**src/design/sdc_pkg.sv**
```systemverilog
// types and constants of the sliding door controller
package sdc_pkg;

  typedef enum logic [2:0] {
    CMD_SLOW_TICK = 3'd0,
    CMD_FAST_TICK = 3'd1,
    CMD_BUTTON_X  = 3'd2,
    CMD_BUTTON_Y  = 3'd3,
    CMD_BUTTON_Z  = 3'd4,
    CMD_BUTTON_T  = 3'd5
  } cmd_t;

  typedef enum logic [4:0] {
    ST_CLOSED  = 5'b00001,
    ST_OPENING = 5'b00010,
    ST_WAITING = 5'b00100,
    ST_OPENED  = 5'b01000,
    ST_CLOSING = 5'b10000
  } door_state_t;

  typedef enum logic [1:0] {
    CH_NONE = 2'd0,
    CH_WAIT = 2'd1,
    CH_MODE = 2'd2
  } choice_t;

  typedef enum logic [2:0] {
    DK_DOOR = 3'd0,
    DK_CONF = 3'd1,
    DK_WAIT = 3'd2,
    DK_AUTO = 3'd3,
    DK_HAND = 3'd4
  } display_t;

  // door status codes as seen on the result channel
  localparam logic [2:0] STC_CLOSED  = 3'd0;
  localparam logic [2:0] STC_OPENING = 3'd1;
  localparam logic [2:0] STC_WAITING = 3'd2;
  localparam logic [2:0] STC_OPENED  = 3'd3;
  localparam logic [2:0] STC_CLOSING = 3'd4;

  localparam int unsigned ADC_W     = 12;
  localparam int unsigned WAIT_W    = 5;
  localparam int unsigned WAIT_BASE = 10;
  localparam int unsigned WAIT_SPAN = 20;
  localparam int unsigned ADC_FULL  = 4095;

  function automatic logic [2:0] status_code(door_state_t st);
    logic [2:0] code;
    case (st)
      ST_CLOSED:  code = STC_CLOSED;
      ST_OPENING: code = STC_OPENING;
      ST_WAITING: code = STC_WAITING;
      ST_OPENED:  code = STC_OPENED;
      ST_CLOSING: code = STC_CLOSING;
      default:    code = STC_CLOSED;
    endcase
    return code;
  endfunction

endpackage

```
**src/design/sliding_door_controller_unit.sv**
```systemverilog
// Sliding door controller. Takes one item per clock while in_stall is low: a
// slow tick, a fast tick or a button press, and returns one item carrying the
// controller state after that command. An item waits in the input register and
// is then applied to the state; the state registers are the result register, so
// a new item can follow every cycle unless the pending result is stalled.
// in_stall rises only while the input register holds an item and the pending
// result is stalled.
module sliding_door_controller_unit #(
  parameter int unsigned FULL_OPEN      = 4,
  parameter int unsigned TICKS_PER_STEP = 2,
  parameter int unsigned FLASH_TICKS    = 5
) (
  input  logic                               clk,
  input  logic                               rst_n,
  input  logic                               in_valid,
  output logic                               in_stall,
  input  logic [2:0]                         in_command,
  input  logic [sdc_pkg::ADC_W-1:0]          in_adc_sample,
  output logic                               out_valid,
  input  logic                               out_stall,
  output logic [$clog2(FULL_OPEN+1)-1:0]     out_door_position,
  output logic [2:0]                         out_door_status,
  output logic                               out_manual_mode,
  output logic                               out_in_settings,
  output logic [2:0]                         out_display_kind,
  output logic [sdc_pkg::WAIT_W-1:0]         out_wait_limit_now,
  output logic                               out_settings_lamp,
  output logic                               out_manual_lamp,
  output logic                               out_door_lamp
);
  import sdc_pkg::*;

  localparam int unsigned PW = $clog2(FULL_OPEN + 1);
  localparam int unsigned SW = $clog2(TICKS_PER_STEP + 1);
  localparam int unsigned FW = $clog2(FLASH_TICKS + 1);
  localparam int unsigned PRODW = ADC_W + 5;

  // input register
  logic              s1_valid_r;
  logic [2:0]        s1_cmd_r;
  logic [ADC_W-1:0]  s1_adc_r;
  logic              advance;
  logic              accept;

  // controller state, also the result register
  logic              out_valid_r;
  logic              settings_r, settings_nxt;
  logic              manual_r, manual_nxt;
  door_state_t       status_r, status_nxt;
  choice_t           choice_r, choice_nxt;
  logic [WAIT_W-1:0] wait_limit_r, wait_limit_nxt;
  logic [SW-1:0]     open_cnt_r, open_cnt_nxt;
  logic [SW-1:0]     close_cnt_r, close_cnt_nxt;
  logic [WAIT_W-1:0] wait_cnt_r, wait_cnt_nxt;
  logic [FW-1:0]     flash_cnt_r, flash_cnt_nxt;
  logic [PW-1:0]     pos_r, pos_nxt;
  display_t          display_r, display_nxt;
  logic              lamp_set_r, lamp_set_nxt;
  logic              lamp_man_r, lamp_man_nxt;
  logic              lamp_door_r, lamp_door_nxt;

  // helpers
  logic [SW-1:0]     open_inc, close_inc;
  logic              open_done, close_done;
  logic [PW-1:0]     pos_dec;
  logic [WAIT_W-1:0] wait_inc;
  logic [FW-1:0]     flash_inc;
  logic [PRODW-1:0]  adc_prod;
  logic [ADC_W:0]    fold_sum;
  logic [WAIT_W-1:0] scaled;
  logic [WAIT_W-1:0] adc_limit;

  assign advance  = s1_valid_r && (!out_valid_r || !out_stall);
  assign in_stall = s1_valid_r && !advance;
  assign accept   = in_valid && !in_stall;

  assign open_inc   = open_cnt_r + SW'(1);
  assign close_inc  = close_cnt_r + SW'(1);
  assign open_done  = open_inc >= SW'(TICKS_PER_STEP);
  assign close_done = close_inc >= SW'(TICKS_PER_STEP);
  assign pos_dec    = (pos_r != '0) ? pos_r - PW'(1) : pos_r;
  assign wait_inc   = wait_cnt_r + WAIT_W'(1);
  assign flash_inc  = flash_cnt_r + FW'(1);

  // adc*20/4095: with x = a*4096 + b, x/4095 = a + ((a + b) >= 4095)
  assign adc_prod  = PRODW'(s1_adc_r) * PRODW'(WAIT_SPAN);
  assign fold_sum  = (ADC_W+1)'(adc_prod[ADC_W-1:0]) + (ADC_W+1)'(adc_prod[PRODW-1:ADC_W]);
  assign scaled    = WAIT_W'(adc_prod[PRODW-1:ADC_W])
                   + WAIT_W'(fold_sum >= (ADC_W+1)'(ADC_FULL));
  assign adc_limit = WAIT_W'(WAIT_BASE) + scaled;

  always_comb begin
    settings_nxt   = settings_r;
    manual_nxt     = manual_r;
    status_nxt     = status_r;
    choice_nxt     = choice_r;
    wait_limit_nxt = wait_limit_r;
    open_cnt_nxt   = open_cnt_r;
    close_cnt_nxt  = close_cnt_r;
    wait_cnt_nxt   = wait_cnt_r;
    flash_cnt_nxt  = flash_cnt_r;
    pos_nxt        = pos_r;
    display_nxt    = display_r;
    lamp_set_nxt   = lamp_set_r;
    lamp_man_nxt   = lamp_man_r;
    lamp_door_nxt  = lamp_door_r;

    case (cmd_t'(s1_cmd_r))
      CMD_SLOW_TICK: begin
        if (!settings_r) begin
          lamp_set_nxt = 1'b0;
          display_nxt  = DK_DOOR;
          lamp_man_nxt = manual_r;
          if (status_r == ST_OPENING) begin
            open_cnt_nxt = open_done ? '0 : open_inc;
            if (open_done) begin
              if (pos_r < PW'(FULL_OPEN)) begin
                pos_nxt = pos_r + PW'(1);
              end else begin
                status_nxt = manual_r ? ST_OPENED : ST_WAITING;
              end
            end
          end else if (status_r == ST_CLOSING) begin
            close_cnt_nxt = close_done ? '0 : close_inc;
            if (close_done) begin
              pos_nxt = pos_dec;
              if (pos_dec == '0) begin
                status_nxt = ST_CLOSED;
                if (!manual_r) begin
                  lamp_door_nxt = 1'b0;
                end
              end
            end
          end else if (status_r == ST_WAITING && !manual_r) begin
            lamp_door_nxt = 1'b1;
            if (wait_inc >= wait_limit_r) begin
              wait_cnt_nxt = '0;
              status_nxt   = ST_CLOSING;
            end else begin
              wait_cnt_nxt = wait_inc;
            end
          end
          // manual mode shows the settled door on its lamp
          if (manual_r) begin
            if (status_nxt == ST_OPENED) begin
              lamp_door_nxt = 1'b1;
            end
            if (status_nxt == ST_CLOSED) begin
              lamp_door_nxt = 1'b0;
            end
          end
        end else begin
          lamp_set_nxt = 1'b1;
          case (choice_r)
            CH_NONE: display_nxt = DK_CONF;
            CH_WAIT: begin
              wait_limit_nxt = adc_limit;
              display_nxt    = DK_WAIT;
            end
            CH_MODE: display_nxt = manual_r ? DK_HAND : DK_AUTO;
            default: display_nxt = display_r;
          endcase
        end
      end
      CMD_FAST_TICK: begin
        if (status_r == ST_OPENING || status_r == ST_CLOSING) begin
          if (flash_inc >= FW'(FLASH_TICKS)) begin
            flash_cnt_nxt = '0;
            lamp_door_nxt = !lamp_door_r;
          end else begin
            flash_cnt_nxt = flash_inc;
          end
        end
      end
      CMD_BUTTON_X, CMD_BUTTON_Y: begin
        if (!settings_r) begin
          // photocell in auto mode
          if (!manual_r) begin
            if (status_r == ST_CLOSED || status_r == ST_CLOSING) begin
              status_nxt = ST_OPENING;
            end else if (status_r == ST_WAITING) begin
              wait_cnt_nxt = '0;
            end
          end
        end else if (cmd_t'(s1_cmd_r) == CMD_BUTTON_X) begin
          choice_nxt = CH_WAIT;
        end else begin
          choice_nxt = CH_MODE;
          manual_nxt = !manual_r;
        end
      end
      CMD_BUTTON_Z: begin
        if (!settings_r && manual_r) begin
          if (status_r == ST_CLOSED) begin
            status_nxt = ST_OPENING;
          end else if (status_r == ST_OPENED) begin
            status_nxt = ST_CLOSING;
          end
        end
      end
      CMD_BUTTON_T: settings_nxt = !settings_r;
      default: ;
    endcase
  end

  always_ff @(posedge clk) begin
    if (!rst_n) begin
      s1_valid_r <= 1'b0;
    end else begin
      s1_valid_r <= accept || (s1_valid_r && !advance);
    end
  end

  always_ff @(posedge clk) begin
    if (accept) begin
      s1_cmd_r <= in_command;
      s1_adc_r <= in_adc_sample;
    end
  end

  always_ff @(posedge clk) begin
    if (!rst_n) begin
      out_valid_r  <= 1'b0;
      settings_r   <= 1'b0;
      manual_r     <= 1'b0;
      status_r     <= ST_CLOSED;
      choice_r     <= CH_NONE;
      wait_limit_r <= WAIT_W'(WAIT_BASE);
      open_cnt_r   <= '0;
      close_cnt_r  <= '0;
      wait_cnt_r   <= '0;
      flash_cnt_r  <= '0;
      pos_r        <= '0;
      display_r    <= DK_DOOR;
      lamp_set_r   <= 1'b0;
      lamp_man_r   <= 1'b0;
      lamp_door_r  <= 1'b0;
    end else begin
      out_valid_r <= advance || (out_valid_r && out_stall);
      if (advance) begin
        settings_r   <= settings_nxt;
        manual_r     <= manual_nxt;
        status_r     <= status_nxt;
        choice_r     <= choice_nxt;
        wait_limit_r <= wait_limit_nxt;
        open_cnt_r   <= open_cnt_nxt;
        close_cnt_r  <= close_cnt_nxt;
        wait_cnt_r   <= wait_cnt_nxt;
        flash_cnt_r  <= flash_cnt_nxt;
        pos_r        <= pos_nxt;
        display_r    <= display_nxt;
        lamp_set_r   <= lamp_set_nxt;
        lamp_man_r   <= lamp_man_nxt;
        lamp_door_r  <= lamp_door_nxt;
      end
    end
  end

  assign out_valid          = out_valid_r;
  assign out_door_position  = pos_r;
  assign out_door_status    = status_code(status_r);
  assign out_manual_mode    = manual_r;
  assign out_in_settings    = settings_r;
  assign out_display_kind   = display_r;
  assign out_wait_limit_now = wait_limit_r;
  assign out_settings_lamp  = lamp_set_r;
  assign out_manual_lamp    = lamp_man_r;
  assign out_door_lamp      = lamp_door_r;

endmodule

```
**config.mk**
```make
export PLATFORM = sky130hd
export DESIGN_NAME = sliding_door_controller_unit
export DESIGN_NICKNAME = d
export VERILOG_FILES = /design/src/design/sdc_pkg.sv /design/src/design/sliding_door_controller_unit.sv
export SDC_FILE = /design/constraint.sdc
export NUM_CORES = 1
export LEC_CHECK = 0
export BUFFER_PORTS_ARGS = -buffer_cell sky130_fd_sc_hd__buf_2
export CORE_MARGIN = 5
export CORE_UTILIZATION = 57
export DETAILED_ROUTE_END_ITERATION = 10
export GPL_ROUTABILITY_DRIVEN = 0
export PLACE_DENSITY = 0.78
export SYNTH_ARGS = -nofsm -noshare
export SYNTH_HDL_FRONTEND = slang
export SYNTH_SLANG_ARGS = --single-unit
```
**constraint.sdc**
```tcl
create_clock -name clk -period 5.9 [get_ports clk]
set_input_delay 1.18 -clock clk [delete_from_list [all_inputs] [get_ports clk]]
set_output_delay 1.18 -clock clk [all_outputs]
set_load 0.02 [all_outputs]
```
==> metrics <==
max cap viols=0; drc violations=0; hpwl dp=5.873 mm; most frequent cells in the layout=41 x ha_1, 39 x buf_2, 37 x dfxtp_1, 36 x nand2_1, 34 x nor2_1; first-pass GRT wire length=13.20 mm; vias in the first global route=2902; chip width=90.55 microns; Async SR Flop Fraction=0%; Setup crit start kind=register; Crit-path slowest cell=edfxtp_1; CTS buffer count=5; core area=0.006314 sq mm; Power Dens Cells=189.5 mW/mm^2; Reg area=0.001191 sq mm; net count after synthesis=477; placed cell count=513; slew margin rel.=35.50%; Overall Power=0.7554 mW; critical path type=reg2reg; hold path start=open_cnt_r[0]; ant diodes=0; maximum VDD drop=0.1378 mV; Worst Tran Pin Value=0.9664 ns; Pre-Repair DR Iteration Count=4; Area Overhead vs Synth=7.781%; I/O pin cnt=40; fin. max-slew vios=0; period utilization=88.72%; status=completed; total negative setup slack=0 ns; layout cells sized above 1=15.32%; die height=90.55 microns; Gate Count Post-Synth=415; Required @ worst endpoint=6.10 ns; CP delay by family, top=compound AO/OA/AOI/OAI gates; Finished Layout Cells=521; EDFF count, synth=15; skew final=0.005631 ns; Die ar.=0.008199 sq mm; Initial Utilization=58.58%; Crit path buffers/inverters=3; antenna-violating nets left=0; r2r startpoint=s1_adc_r[1]; vias post-DR=3074; Final min period=5.234 ns; setup violators final=0; largest net degree at the start of global routing=30; Ys Warns=0; grt ovf=0; vias per inst=5.900; Tightest Hold Check Type=reg2reg; clock-pin slew on the worst setup and hold paths=0.10 ns; Num Clock Sinks=52; CTS tree=built; synthesized area per cell=8.912 sq um; register area share after synthesis=32.21%; distinct cell type count after synthesis=74; initial antenna violation count=0; Max Freq=0.1910 GHz; slowest stage delay, CP=0.48 ns; Final Hold Vio Count=0; # rows=29; total track usage=18.83%; Routed WL=7.618 mm; CP Capture Type=register; RSZ-0062 raised after global routing=no; Post-CTS Setup Bufs=0; Post-synth top flop=dfxtp_1; Critical Path Source=s1_adc_r[1]; PostCTS Resize Cnt=0; layout net count=505; clk buf depth=2; commonest non-fill, non-tap cell in the layout=ha_1; Pleak=1.676 nW; crit path max fanout=5; CTS root buf=clkbuf_8; DRT iter0 DRCs=131; routed len/inst=14.62 microns; WP data arrival=5.43 ns; area of the multi-input gates=0.002303 sq mm; Mapped Area=0.003699 sq mm; Clock Latency Late Sink=0.31 ns; FF+latch count, synth=52; Post-CTS Hold Fix Bufs=0; # fillers=563; CTS H-tree depth=2; IO Port Bufs=39; Most common cell on crit path=ha_1
-- sequential cells by signal, summed over array words and instances, names as in the netlist, 2 cells and up, named ones only --
register,cells
flash_cnt_r,3
wait_cnt_r,5
s1_cmd_r,3
status_r,5
open_cnt_r,2
choice_r,2
out_wait_limit_now,5
close_cnt_r,2
out_display_kind,3
s1_adc_r,12
-- metrics by stage --
step / instance area, sq um / hold WS (ns) / setup WS, ns / utilization (%)
floorplan: 3699 / 0.4363 / 1.158 / -
global placement: 3895 / 0.4435 / 0.8835 / 61.69
detailed placement: 3895 / 0.4506 / 0.6879 / 61.69
CTS: 3986 / 0.4640 / 0.6679 / 63.14
global route: 3986 / 0.4807 / 0.1939 / 63.14
finish: 3986 / 0.4668 / 0.6655 / 63.14
-- cells by family (layout without fill, tap and decap cells) --
kind of cell | Yosys count | in the layout | synth area share (%)
adders and majority gates | 43 | 43 | 14.95
buffers and inverters | 46 | 75 | 5.514
DFF | 52 | 52 | 32.21
AOI/OAI and AO/OA | 100 | 100 | 19.89
and+or+nand+nor | 151 | 151 | 21.58
muxes | 5 | 5 | 1.387
xor gates and xnor gates | 18 | 18 | 4.466
-- synth_stat cells, types with 2 or more instances --
cell type	n	share of area [%]
a31oi_1	2	0.34
o21bai_1	2	0.41
o21a_1	3	0.61
o31a_1	2	0.47
inv_1	27	2.7
a211o_1	2	0.47
o41ai_1	3	0.71
a21boi_0	3	0.61
ha_1	41	14
a211oi_1	3	0.61
buf_2	4	0.54
and3_1	7	1.2
nand2b_1	7	1.2
a21oi_1	26	3.5
o21ai_0	15	2.0
or3_1	5	0.85
buf_6	2	0.61
dfxtp_1	37	20
fa_1	2	1.1
xnor2_1	14	3.3
mux2i_1	4	1.1
a21o_1	7	1.4
o211ai_1	6	1.2
a22oi_1	3	0.61
o31ai_1	3	0.61
nor3_1	6	0.81
nor2_1	34	3.5
edfxtp_1	15	12
buf_4	3	0.61
or4_1	2	0.41
and2_1	5	0.85
nand2_1	36	3.7
clkbuf_1	9	0.91
nor4_1	3	0.51
xor2_1	3	0.71
a2bb2oi_1	2	0.47
nand3_1	17	2.3
nand4_1	4	0.68
nor2b_1	11	1.9
-- final cells by class --
cell class	count	share of cell area [%]
Multi-Input combinational cell	317	57.78
Sequential cell	52	29.88
Timing Repair Buffer	40	5.085
Inverter	27	2.542
Tap cell	77	2.417
Clock buffer	5	1.726
Clock inverter	3	0.5650
-- worst min-delay path, cell delays in order (launching register included) --
cell and delay [ns]:
dfxtp_1 0.32, nand2_1 0.05, a21oi_1 0.05
-- final timing paths --
kind	slack, ns	depth (start not counted)	endpoint
setup reg to reg	0.67	25	out_wait_limit_now[4]
hold / removal	0.47	2	open_cnt_r[0]
hold reg to reg	0.47	2	open_cnt_r[0]
setup / recovery	0.67	25	out_wait_limit_now[4]
-- power by group --
part / switching [mW] / internal [mW] / leakage [nW]
clock network: 0.126 / 0.0853 / 0.0485
registers: 0.0107 / 0.376 / 0.445
logic: 0.0895 / 0.0682 / 1.18
total: 0.226 / 0.529 / 1.68
-- metal layers --
layer	share of wire, %	wire length, microns	GRT usage [%]
met1	49	3731	25.90
met2	46	3539	30.27
met3	3.5	264	3.833
met4	1.1	82	4.342
met5	0	0	0
Power figures use the tool's default switching activity.
